File: src/rtl/hcbp_pkg.sv
// Shared types, constants and helpers for the Huffman code bit packer.
// No dependencies; imported by every module of the block.
package hcbp_pkg;

  localparam int SYMBOLS      = 256;
  localparam int MAX_CODE_LEN = 32;
  localparam int SYM_W        = (SYMBOLS > 2) ? $clog2(SYMBOLS) : 1;
  localparam int LEN_LIM      = (MAX_CODE_LEN < 32) ? MAX_CODE_LEN : 32;
  localparam int ACC_W        = 40;  // up to 7 pending bits plus a 32-bit code

  localparam logic [1:0] REQ_LOAD = 2'd0;
  localparam logic [1:0] REQ_ENC  = 2'd1;
  localparam logic [1:0] REQ_FIN  = 2'd2;

  typedef struct packed {
    logic [1:0]  req_type;
    logic [7:0]  symbol;
    logic [5:0]  code_len;
    logic [31:0] code_bits;
  } hcbp_in_t;

  typedef struct packed {
    logic [7:0] out_byte;
    logic       last;
  } hcbp_out_t;

  typedef struct packed {
    logic [5:0]  len;
    logic [31:0] word;
  } hcbp_code_t;

  // Request held between code store read and packer.
  typedef struct packed {
    logic vld;
    logic fin;
  } hcbp_job_t;

  function automatic logic [5:0] clamp_len(input logic [5:0] len);
    logic [5:0] lim;
    lim = 6'(LEN_LIM);
    return (len > lim) ? lim : len;
  endfunction

endpackage

File: src/rtl/hcbp_packer.sv
// Bit packer: MSB-aligned accumulator, byte emission and flush sequencing,
// with the output register. Uses hcbp_pkg.
module hcbp_packer
  import hcbp_pkg::*;
(
  input  logic       clk,
  input  logic       rst_n,
  input  hcbp_job_t  job,
  input  hcbp_code_t code,
  output logic       take,
  output logic       out_valid,
  input  logic       out_ready,
  output hcbp_out_t  out_data
);

  logic [ACC_W-1:0] acc_r, acc_nxt;
  logic [5:0]       cnt_r, cnt_nxt;
  logic             fin_r, fin_nxt;
  logic [2:0]       fin_cnt_r, fin_cnt_nxt;
  logic             ov_r, ov_nxt;
  hcbp_out_t        od_r, od_nxt;

  logic             idle;
  logic             can_emit;
  logic [5:0]       sh;
  logic [31:0]      aligned;
  logic [ACC_W-1:0] spread;

  assign idle     = !fin_r && (cnt_r < 6'd8);
  assign take     = job.vld && idle;
  assign can_emit = !ov_r || out_ready;

  // Left-align the code word, then slot it behind the pending bits.
  assign sh      = 6'd32 - code.len;
  assign aligned = code.word << sh;
  assign spread  = {aligned, 8'b0} >> cnt_r[2:0];

  always_comb begin
    acc_nxt     = acc_r;
    cnt_nxt     = cnt_r;
    fin_nxt     = fin_r;
    fin_cnt_nxt = fin_cnt_r;
    ov_nxt      = ov_r && !out_ready;
    od_nxt      = od_r;
    if (take) begin
      if (job.fin) begin
        fin_nxt     = 1'b1;
        fin_cnt_nxt = cnt_r[2:0];
      end else begin
        acc_nxt = acc_r | spread;
        cnt_nxt = cnt_r + code.len;
      end
    end else if (can_emit && fin_r) begin
      ov_nxt = 1'b1;
      if (cnt_r != 6'd0) begin
        // partial byte, already zero padded on the right
        od_nxt  = '{out_byte: acc_r[ACC_W-1 -: 8], last: 1'b0};
        acc_nxt = '0;
        cnt_nxt = 6'd0;
      end else begin
        od_nxt  = '{out_byte: {5'b0, fin_cnt_r}, last: 1'b1};
        fin_nxt = 1'b0;
      end
    end else if (can_emit && (cnt_r >= 6'd8)) begin
      ov_nxt  = 1'b1;
      od_nxt  = '{out_byte: acc_r[ACC_W-1 -: 8], last: 1'b0};
      acc_nxt = acc_r << 8;
      cnt_nxt = cnt_r - 6'd8;
    end
  end

  always_ff @(posedge clk) begin
    if (!rst_n) begin
      acc_r <= '0;
      cnt_r <= 6'd0;
      fin_r <= 1'b0;
      ov_r  <= 1'b0;
    end else begin
      acc_r <= acc_nxt;
      cnt_r <= cnt_nxt;
      fin_r <= fin_nxt;
      ov_r  <= ov_nxt;
    end
  end

  always_ff @(posedge clk) begin
    fin_cnt_r <= fin_cnt_nxt;
    od_r      <= od_nxt;
  end

  assign out_valid = ov_r;
  assign out_data  = od_r;

`ifndef NO_ASSERTIONS
  a_cnt_range: assert property (@(posedge clk) disable iff (!rst_n)
    cnt_r <= 6'(ACC_W - 1))
    else $error("packer bit count out of range");

  a_fin_partial: assert property (@(posedge clk) disable iff (!rst_n)
    fin_r |-> (cnt_r < 6'd8))
    else $error("flush with a full byte still pending");

  a_last_count: assert property (@(posedge clk) disable iff (!rst_n)
    (ov_r && od_r.last) |-> (od_r.out_byte < 8'd8))
    else $error("count byte above seven");

  a_take_count: assert property (@(posedge clk) disable iff (!rst_n)
    (take && !job.fin) |=> (cnt_r == $past(cnt_r) + $past(code.len)))
    else $error("bit count not advanced by code length");
`endif

endmodule

File: config.mk
export PLATFORM = sky130hd
export DESIGN_NAME = hcbp_packer
export DESIGN_NICKNAME = d
export VERILOG_FILES = /design/src/rtl/hcbp_pkg.sv /design/src/rtl/hcbp_packer.sv
export SDC_FILE = /design/constraint.sdc
export NUM_CORES = 1
export LEC_CHECK = 0
export BUFFER_PORTS_ARGS = -buffer_cell sky130_fd_sc_hd__buf_2
export CAP_MARGIN = 25
export CORE_ASPECT_RATIO = 1.4
export CORE_MARGIN = 4
export CORE_UTILIZATION = 40
export CTS_BUF_LIST = sky130_fd_sc_hd__clkbuf_8
export DETAILED_ROUTE_END_ITERATION = 7
export HOLD_SLACK_MARGIN = 0.08
export SKIP_LAST_GASP = 1
export SYNTH_ARGS = -nofsm -noshare
export SYNTH_HDL_FRONTEND = slang
export SYNTH_SLANG_ARGS = --single-unit
export TNS_END_PERCENT = 10
File: constraint.sdc
create_clock -name clk -period 11 [get_ports clk]
set_input_delay 0.55 -clock clk [delete_from_list [all_inputs] [get_ports clk]]
set_output_delay 0.55 -clock clk [all_outputs]
set_load 0.005 [all_outputs]
=== Word level (Yosys, flattened, before mapping) ===
Index checks and enable logic that the tools add are counted.

* Register bits: 60
* Word-level logic and storage cells: 57

* $add $sub $neg: 3
* Order comparisons: 2
* Equality and inequality tests: 4
* Shift operators: 2
* Muxes and demuxes: 20
* Bitwise gates (word level): 2
* Reductions and logical operators: 17

{| class="wikitable"
|+ Operator list
! operator !! number
|-
| $mux 40 || 5
|-
| $or 40x40->40 || 1
|-
| $shr 40x3->40 || 1
|-
| $shl 32x6->32 || 1
|-
| $mux 6 || 5
|-
| $mux 9 || 3
|-
| $mux 1 || 7
|-
| $add 6x6->6 || 1
|-
| $ge 6x4->1 const B || 1
|-
| $lt 6x4->1 const B || 1
|-
| $ne 2x2->1 const B || 3
|-
| $reduce_and 3->1 || 2
|-
| $reduce_bool 6->1 || 1
|-
| $sub 6x4->6 const B || 1
|-
| $sub 6x6->6 const A || 1
|-
| $logic_and 1x1->1 || 5
|-
| $reduce_and 2->1 || 2
|-
| $reduce_bool 2->1 || 2
|-
| $logic_not 1->1 || 3
|-
| $ne 3x2->1 const B || 1
|-
| $reduce_bool 3->1 || 1
|-
| $logic_or 1x1->1 || 1
|-
| $not 1->1 || 1
|}

=== Longest topological paths before layout ===
Gate-level depths: netlist (run 1).

* Depth in word-level cells: 6
* Depth in mapped cells: 19

=== Least setup slack after synthesis (run 1) ===
No wires, ideal clock.

* Path type: input-to-reg
* From: input port code[32] in the netlist's numbering
* To: register acc_r[29]
* Setup time: 0.134 ns
* Data arrival time: 3.889 ns
* Required time: 10.866 ns
* Path slack: 6.976 ns
* Cell stages on the path: 15
* Path buffers: 5
* Cell sequence: buf_4 > buf_6 > inv_1 > buf_2 > buf_2 > ha_1 > xor2_2 > buf_6 > mux4_1 > a21oi_2 > o32ai_2 > a21oi_1 > o21ai_1 > a2111oi_1 > a211oi_1

* Cells in the longest elaborated chain, start to end: 6

{| class="wikitable"
|+ RTL lines
! element !! line !! RTL
|-
| start, declared || hcbp_packer.sv:9 || <nowiki>input hcbp_code_t code,</nowiki>
|-
| $sub 6x6->6 || hcbp_packer.sv:34 || <nowiki>assign sh = 6'd32 - code.len;</nowiki>
|-
| $shl 32x6->32 || hcbp_packer.sv:35 || <nowiki>assign aligned = code.word << sh;</nowiki>
|-
| $shr 40x3->40 || hcbp_packer.sv:36 || <nowiki>assign spread = {aligned, 8'b0} >> cnt_r[2:0];</nowiki>
|-
| $or 40x40->40 || hcbp_packer.sv:50 || <nowiki>acc_nxt = acc_r | spread;</nowiki>
|-
| $mux 40 || hcbp_packer.sv:46 || <nowiki>if (job.fin) begin</nowiki>
|-
| $mux 40 || hcbp_packer.sv:45 || <nowiki>if (take) begin</nowiki>
|-
| end signal, assigned || hcbp_packer.sv:79 || <nowiki>acc_r <= acc_nxt;</nowiki>
|-
| end, declared || hcbp_packer.sv:16 || <nowiki>logic [ACC_W-1:0] acc_r, acc_nxt;</nowiki>
|}

Every way passes these cells. The select of a mux whose other input is x is not followed.
A chain may end at the register's enable or synchronous reset.

=== Worst setup path after layout (run 1) ===
* From: input port code[32] in the netlist's numbering
* To: register acc_r[31]

The elaborated chain is that of the path after synthesis.

==> run summary, run 1 <==
Routed vias -> 6332
Layout cells sized above 1 -> 0.223
NumNets Final -> 800
Worst path required time -> 11.23 ns
Min Tclk post-route -> 4.97 ns
Die Wd -> 115 µm
Slew @ Worst Pin -> 0.968 ns
# rows -> 54
Die Area -> 18300 µm²
Critical path class -> input pin to flop
Clock share of power -> 0.156
RD Place Congestion -> 0.981
Worst skew pair latency -> 0.36 ns
Gr ovfl total -> 0
Top routing layer in use -> met4
Pwr Density -> 161 nW/µm²
Final core utilization -> 0.436
Max VDD drop -> 0.000140 V
Initial antenna violation count -> 0
CTS tree -> built
Vias in the first global route -> 6181
Comb power frac -> 0.576
Largest stage delay, worst path -> 0.62 ns
Post-synthesis register bit count -> 59
Status -> finished, final reports clean
Number of synthesized flops with an enable pin -> 12
Fmax -> 201 MHz
Mapped cell area -> 6460 µm²
Clock Sinks -> 59
Vias per cell -> 6.67
Most frequent cell after synthesis -> nor2_1
Fin. Hold Viols -> 0
Dpl cells -> 934
RSZ-0062 raised after global routing -> no
Critical-path maximum fanout -> 61
Sequential power share -> 0.268
Finished Layout Cells -> 950
CP startpoint kind -> input pin
Worst rel slew slack -> 0.349
Worst Path Arrival -> 5.20 ns
Main synth FF type -> dfxtp_1
CP top delay family -> buffers and inverters
Avg WL per Cell -> 23.3 µm
Sw Ratio -> 0.466
Drt drc -> 0
Tcrit/Tclk final -> 0.452
Hold-fix buffers, CTS -> 0
Setup bufs post-CTS -> 0
Setup-failing EPs final -> 0
First-pass GRT wire length -> 34800 µm
Max Cap Violations -> 0
GRT Total Usage -> 0.243
Die Ht -> 158 µm
Ant. Diodes -> 0
Top cell types by occurrence after synthesis -> 62 x nor2_1, 56 x a21oi_1, 47 x dfxtp_1, 47 x mux2i_1, 47 x nand2_1
Synth warn -> 0
Worst-path cell chain -> buf_2 -> buf_4 -> inv_1 -> ha_2 -> buf_4 -> mux2_2 -> mux4_2 -> mux2i_2 -> nor2_1 -> a211oi_2 -> nor4_1 -> a2111oi_2 -> a31oi_1
Pwr Total -> 1.11 mW
Buffers added on ports -> 53
Ys async rst share -> 0
Io pins -> 54
Detailed Place HPWL -> 16800 µm
Clk root buf -> clkbuf_8
WP buf/inv -> 4
Total Wirelength -> 22100 µm
Post-synth top area share -> 0.146
Core area -> 15700 µm²
Cells after synthesis -> 741
Sequential fraction of the synthesis area -> 0.202
Final ANT Viol Nets -> 0
Synthesized area per cell -> 8.71 µm²
Post-synth top area cell -> dfxtp_1
CTS Buffer Depth -> 2
# H-tree levels -> 3
Pleak -> 2.62 nW
Setup WS post-layout -> 6.03 ns
Met3 Wirelength -> 1020 µm
Dpl ws -> 5.66 ns
Post-Syn Nets -> 792
Cell Int Power -> 0.592 mW
Setup_tns -> 0 ns
First-pass detailed-route iteration total -> 5
Hold/Removal Path Class -> flop to flop
Initial Util -> 0.410
Most used cell, CP -> buf_4
Pin count of the biggest net entering global routing -> 62
Met2 WL -> 11300 µm
Slowest stage cell, crit path -> buf_4
Resize count post-CTS -> 0
Critical path endpoint category -> flop
Synth-to-layout area growth -> 6.37%
Main area contributors after synthesis -> dfxtp_1 15%, mux4_2 11%, mux2i_1 7.3%
Sw Pwr -> 0.517 mW
Pins Over Slew Limit -> 0
Distinct cells, synth -> 92
Post-Route M1 WL -> 8670 µm
Initial DRC Count -> 477
Setup Skew -> 0.0114 ns
Worst-path clk slew -> 0.07 ns
CTS buffer count -> 9
-- sequential cells by signal, summed over array words and instances (netlist names) --
signal	flops
acc_r	39
cnt_r	6
fin_cnt_r	3
fin_r	1
out_data	9
out_valid	1
-- layer usage --
layer	track usage	up-vias
met5	0	-
met4	0.126	0
met3	0.0251	57
met2	0.431	243
met1	0.287	3105
li1	-	2927
-- stage by stage --
| stage | instance area (µm²) | hold slack, ns |
|---|---|---|
| after global routing | 6870 | 0.498 |
| after floorplan | 6460 | 0.429 |
| after CTS | 6870 | 0.465 |
| after global placement | 6680 | 0.444 |
| after detailed placement | 6710 | 0.455 |
| final | 6870 | 0.465 |
-- worst register-to-register path, delay by kind of cell (launching register included) --
family                 cells  cell delay (ns)
AOI/OAI and AO/OA          3             0.79
buffers and inverters      3             1.26
DFF                        1             0.29
and+or+nand+nor            3             1.58
-- logic make-up (layout without fill, tap and decap cells) --
family,Yosys count,in the layout,share of synthesized area
AOI/OAI and AO/OA,246,246,0.274
and+or+nand+nor,227,227,0.182
muxes,112,112,0.248
buffers and inverters,82,95,0.0674
DFF,59,59,0.202
adders and majority gates,8,8,0.0167
xor gates and xnor gates,7,7,0.0107
-- final timing paths --
path,startpoint,slack (ns),cells past startpoint,to
worst max-delay path,code[32],6.03,13,acc_r[31]
worst min-delay path,acc_r[10],0.47,2,acc_r[10]
worst max register to register,cnt_r[1],6.95,9,acc_r[34]
worst min register to register,acc_r[10],0.47,2,acc_r[10]
-- cell usage in the layout (no fill, tap or decap), types with 4 or more instances in the layout --
cell,netlist,final
xnor2_1,5,5
nand2_1,47,47
buf_2,14,53
or3_1,5,5
a221oi_1,4,4
mux2i_1,47,47
mux2_2,26,26
nor3_1,15,15
o22ai_1,4,4
inv_1,12,15
o211ai_1,19,19
nand2b_1,8,8
clkbuf_8,0,10
nor2_1,62,62
a22oi_1,10,10
dfxtp_1,47,47
a21oi_1,56,56
edfxtp_1,12,12
nor2b_1,8,8
ha_1,7,6
buf_4,3,10
o21ai_0,31,31
nor4_1,8,8
a22o_1,8,8
a31oi_1,13,13
a21boi_0,4,4
and2_1,8,8
a211oi_1,11,11
o21a_1,5,5
nand3_1,20,20
a311oi_1,4,4
a21o_1,4,4
o221ai_1,20,20
mux4_2,32,32
nor3b_1,4,4
and3_1,21,21
-- area by class of cell --
type | count | area, µm²
clock inverters | 6 | 26.3
multi-input cells | 600 | 4730
clock buffers | 10 | 138
inverters | 15 | 56.3
repair buffers | 64 | 368
flip-flops and latches | 59 | 1300
fillers | 1593 | 8870
well taps | 196 | 245
-- power groups by stage --
stage,logic [mW],clock network (mW),registers (mW)
4_1_cts,0.634,0.175,0.297
5_1_grt,0.692,0.183,0.302
6_report,0.639,0.173,0.297
3_5_place_dp,0.632,0,0.302
3_3_place_gp,0.605,0,0.300
2_1_floorplan,0.451,0,0.298
(Power assumes the default switching activity.)
==> run 2, diff against run 1 <==
clock period = 4.1 ns   (was 11 ns; I/O delays follow)
==> run summary, run 2 (same netlist as run 1, synthesis figures left out) <==
Status -> finished, final reports clean
Clk root buf -> clkbuf_8
Clock Sinks -> 59 (unchanged)
Slowest stage cell, crit path -> ha_2
# rows -> 54 (unchanged)
Most used cell, CP -> a211oi_1
NumNets Final -> 818 (+2.3%)
Die Area -> 18300 µm² (unchanged)
Initial antenna violation count -> 0 (unchanged)
Pwr Density -> 434 nW/µm² (+170%)
Max VDD drop -> 0.000607 V (+330%)
Pin count of the biggest net entering global routing -> 48 (-23%)
Pleak -> 2.70 nW (+3.3%)
Worst-case reg-to-reg path depth -> 7 (-2)
Vias per cell -> 6.52 (-2.2%)
Worst-path cell chain -> buf_2 -> inv_1 -> ha_2 -> mux2_2 -> mux4_2 -> mux2i_1 -> nor2_1 -> a21oi_1 -> o22ai_1 -> a211oi_1 -> a211oi_1
CP top delay family -> multiplexers
Avg WL per Cell -> 22.2 µm (-4.6%)
Synth-to-layout area growth -> 8.80%
Pins Over Slew Limit -> 0 (unchanged)
WP depth -> 11 (-2)
Buffers added on ports -> 53 (unchanged)
Final ANT Viol Nets -> 0 (unchanged)
Critical path class -> input pin to flop
CTS buffer count -> 9 (unchanged)
Initial DRC Count -> 332 (-30%)
Vias in the first global route -> 6161 (-0.32%)
Worst path required time -> 4.29 ns (-6.94 ns)
Worst skew pair latency -> 0.34 ns (-0.02 ns)
Gr ovfl total -> 0 (unchanged)
Die Wd -> 115 µm (unchanged)
RD Place Congestion -> 0.990 (+0.90%)
First-pass detailed-route iteration total -> 5 (unchanged)
First-pass GRT wire length -> 34000 µm (-2.3%)
Critical path endpoint category -> flop
Core area -> 15700 µm² (unchanged)
FF+latch area -> 1300 µm² (unchanged)
Initial Util -> 0.410 (unchanged)
WP buf/inv -> 2 (-2)
Setup-failing EPs final -> 0 (unchanged)
Ant. Diodes -> 0 (unchanged)
RSZ-0062 raised after global routing -> no
Min Tclk post-route -> 3.47 ns
Finished Layout Cells -> 968 (+1.9%)
Die Ht -> 158 µm (unchanged)
GRT Total Usage -> 0.237 (-0.00608)
Total Wirelength -> 21500 µm (-2.8%)
CTS Buffer Depth -> 2 (unchanged)
Layout cells sized above 1 -> 0.241 (+0.0181)
Fillers -> 1587 (-0.38%)
Worst hold path depth -> 3 (+1)
Setup bufs post-CTS -> 0 (unchanged)
Worst-path clk slew -> 0.07 ns (about the same)
Hold/Removal Path Class -> input pin to flop
Dpl cells -> 951 (+1.8%)
Critical-path maximum fanout -> 23 (-62%)
Worst Path Arrival -> 3.66 ns (-1.54 ns)
Largest stage delay, worst path -> 0.71 ns (+0.09 ns)
Detailed Place HPWL -> 16500 µm (-1.6%)
Max reg flops -> 39 (unchanged)
Slew @ Worst Pin -> 0.925 ns (-0.0427 ns)
Io pins -> 54 (unchanged)
CP startpoint kind -> input pin
Fmax -> 288 MHz
Setup Skew -> 0.0121 ns (+0.000700 ns)
Most frequent cells in the layout -> 62 x nor2_1, 56 x a21oi_1, 53 x buf_2
Fin. Hold Viols -> 0 (unchanged)
Area of the multi-input gates -> 4730 µm² (unchanged)
CTS tree -> built
Tcrit/Tclk final -> 0.846
Drt drc -> 0 (unchanged)
Largest Register -> acc_r
Setup_tns -> 0 ns (unchanged)
Resize count post-CTS -> 0 (unchanged)
Most common cell after layout, fill and taps aside -> nor2_1
# H-tree levels -> 3 (unchanged)
Max Cap Violations -> 0 (unchanged)
Routed vias -> 6312 (-0.32%)
Hold-fix buffers, CTS -> 0 (unchanged)
Worst rel slew slack -> 0.383 (+0.0333)
[run 2: cell type report]
class                           count  area share
Multi-Input combinational cell    600       0.674
Inverter                           15     0.00801
Sequential cell                    59       0.185
Timing Repair Buffer               82      0.0705
Clock buffer                       10      0.0196
Tap cell                          196      0.0349
Clock inverter                      6     0.00784
[run 2: report_power, final]
part           switching [mW]  total, mW  internal, mW
registers              0.0687      0.797         0.728
clock network           0.236      0.528         0.292
logic                    1.08       1.72         0.644
total                    1.38       3.05          1.66
[run 2: stage by stage]
step / setup WS [ns] / total power [mW] / area, µm² / hold slack, ns / util
final: 0.633 / 3.05 / 7030 / 0.217 / 0.446
after global routing: 0.417 / 3.24 / 7030 / 0.249 / 0.446
after CTS: 0.697 / 3.06 / 7020 / 0.205 / 0.446
after detailed placement: 0.328 / 2.52 / 6830 / 0.452 / 0.434
after global placement: 0.355 / 2.48 / 6830 / 0.445 / 0.434
after floorplan: 0.421 / 2.01 / 6460 / 0.429 / -
[run 2: path summary, 6_finish.rpt]
check             startpoint         to  slack [ns]
hold / removal     out_ready  out_valid        0.22
setup reg to reg    cnt_r[0]  acc_r[25]        1.04
setup / recovery    code[33]  acc_r[30]        0.63
hold reg to reg     acc_r[5]   acc_r[5]        0.46
[run 2: tightest hold or removal path, cell delays in order]
cell	delay, ns
buf_2	0.07
nand2b_1	0.14
a21boi_0	0.09
[run 2: routing by layer]
metal	track usage	wire length [µm]	vias up
met3	0.0232	934	42
met4	0.0940	801	0
met2	0.434	11200	233
met5	0	0	-
met1	0.281	8610	3067
li1	-	-	2970
==> run 3, diff against run 2 <==
clock period = 2.9 ns   (was 4.1 ns; I/O delays follow)
==> run summary, run 3 (same netlist as run 1, synthesis figures left out) <==
Status -> finished, final reports clean
Detailed Place HPWL -> 16900 µm (+2.3%)
Synth-to-layout area growth -> 17.5%
RSZ-0062 raised after global routing -> yes
Initial DRC Count -> 363 (+9.3%)
Critical path endpoint category -> flop
Avg WL per Cell -> 21.2 µm (-4.6%)
Dpl ws -> -0.269 ns (-0.597 ns)
Resize count post-CTS -> 0 (unchanged)
Initial Util -> 0.410 (unchanged)
Fmax -> 351 MHz
Min Tclk post-route -> 2.85 ns
Total Wirelength -> 21800 µm (+1.3%)
Setup WS post-layout -> 0.0546 ns (-0.579 ns)
Worst rel slew slack -> 0.434 (+0.0508)
# H-tree levels -> 3 (unchanged)
Routed vias -> 6493 (+2.9%)
Worst Path Arrival -> 3.09 ns (-0.57 ns)
Worst skew pair latency -> 0.35 ns (about the same)
Pwr Density -> 615 nW/µm² (+42%)
# rows -> 54 (unchanged)
WP buf/inv -> 3 (+1)
Max Cap Violations -> 0 (unchanged)
First-pass GRT wire length -> 34700 µm (+2.1%)
Layout cells sized above 1 -> 0.303 (+0.0620)
Max VDD drop -> 0.000778 V (+28%)
CTS tree -> built
Die Wd -> 115 µm (unchanged)
Area of the multi-input gates -> 4760 µm² (+0.53%)
Most frequent cells in the layout -> 86 x buf_4, 61 x nor2_1, 56 x a21oi_1
Fin. Hold Viols -> 0 (unchanged)
Worst path required time -> 3.15 ns (-1.14 ns)
Hold-fix buffers, CTS -> 0 (unchanged)
NumNets Final -> 878 (+7.3%)
CTS buffer count -> 9 (unchanged)
Most common cell after layout, fill and taps aside -> buf_4
Tcrit/Tclk final -> 0.981
Vias in the first global route -> 6555 (+6.4%)
Initial antenna violation count -> 0 (unchanged)
RD Place Congestion -> 0.972 (-1.8%)
Die Area -> 18300 µm² (unchanged)
Die Ht -> 158 µm (unchanged)
Hold/Removal Path Class -> input pin to flop
CP startpoint kind -> input pin
Largest Register -> acc_r
Buffers added on ports -> 53 (unchanged)
Slew @ Worst Pin -> 0.850 ns (-0.0752 ns)
Fillers -> 1555 (-2.0%)
Worst-path clk slew -> 0.07 ns (about the same)
Slowest stage cell, crit path -> mux4_2
Vias per cell -> 6.32 (-3.1%)
Final ANT Viol Nets -> 0 (unchanged)
Design area -> 7590 µm² (+8.0%)
Placed Area -> 7320 µm² (+7.2%)
Critical-path maximum fanout -> 12 (-48%)
Core area -> 15700 µm² (unchanged)
Clock Sinks -> 59 (unchanged)
Final hold slack -> 0.181 ns (-0.0362 ns)
First-pass detailed-route iteration total -> 5 (unchanged)
FF+latch area -> 1300 µm² (unchanged)
Setup bufs post-CTS -> 0 (unchanged)
Pleak -> 3.03 nW (+12%)
Critical path class -> input pin to flop
Largest stage delay, worst path -> 0.51 ns (-0.20 ns)
Pin count of the biggest net entering global routing -> 48 (unchanged)
Io pins -> 54 (unchanged)
Setup Skew -> 0.00837 ns (-0.00368 ns)
CTS Buffer Depth -> 2 (unchanged)
Worst-path cell chain -> buf_2 -> inv_1 -> ha_4 -> buf_6 -> mux2_2 -> mux4_2 -> mux2i_4 -> or2b_4 -> nand2_2 -> a222oi_1 -> a211oi_1 -> o21a_1
Drt drc -> 0 (unchanged)
Pins Over Slew Limit -> 0 (unchanged)
Clk root buf -> clkbuf_8
CP top delay family -> multiplexers
Setup-failing EPs final -> 0 (unchanged)
Gr ovfl total -> 0 (unchanged)
Max reg flops -> 39 (unchanged)
GRT Total Usage -> 0.239 (+0.00236)
Ant. Diodes -> 0 (unchanged)
-- run 3: changes by cell type in the layout (fill, tap and decap cells not counted), sizes merged --
cell    delta
clkinv     -2
inv        -2
bufinv     +2
clkbuf     +2
buf       +60
-- run 3: path summary, 6_finish.rpt --
path | endpoint | cells past startpoint | start | slack (ns)
worst max-delay path | acc_r[36] | 12 | code[33] | 0.05
worst min-delay path | out_valid | 3 | out_ready | 0.18
worst max register to register | acc_r[34] | 7 | cnt_r[5] | 0.35
worst min register to register | acc_r[9] | 2 | acc_r[9] | 0.46
-- run 3: metal layers --
| metal | part of all wire | routed length, µm | global-route usage | up-vias |
|---|---|---|---|---|
| met5 | 0 | 0 | 0 | - |
| met4 | 0.065 | 1420 | 0.149 | 0 |
| met2 | 0.50 | 11000 | 0.423 | 231 |
| met1 | 0.39 | 8460 | 0.274 | 3106 |
| li1 | - | - | - | 3081 |
| met3 | 0.043 | 931 | 0.0240 | 75 |
-- run 3: worst register-to-register path: cells and delay by family, from the launching register on --
kind            cells  cell delay (ns)
simple gates        3             1.11
compound gates      3             0.70
flops               1             0.36
buf+inv             1             0.26
-- run 3: final cells by class --
type / count / share of cell area
Clock inverter: 4 / 0.0125
Sequential cell: 59 / 0.171
Timing Repair Buffer: 142 / 0.127
Inverter: 15 / 0.00808
Multi-Input combinational cell: 600 / 0.627
Clock buffer: 12 / 0.0218
Tap cell: 196 / 0.0323
-- run 3: power by group --
group / internal, mW / switching, mW
clock network: 0.640 / 0.342
registers: 1.03 / 0.0995
logic: 1.01 / 1.55
-- run 3: metrics by stage --
step / setup TNS (ns) / total power [mW] / utilization / instances
global route: -0.132 / 4.94 / 0.482 / 1028
floorplan: -5.51 / 2.86 / - / 741
CTS: 0 / 4.65 / 0.481 / 1027
finish: 0 / 4.67 / 0.482 / 1028
global placement: -2.53 / 3.62 / 0.465 / 1011
detailed placement: -4.12 / 3.66 / 0.465 / 1011
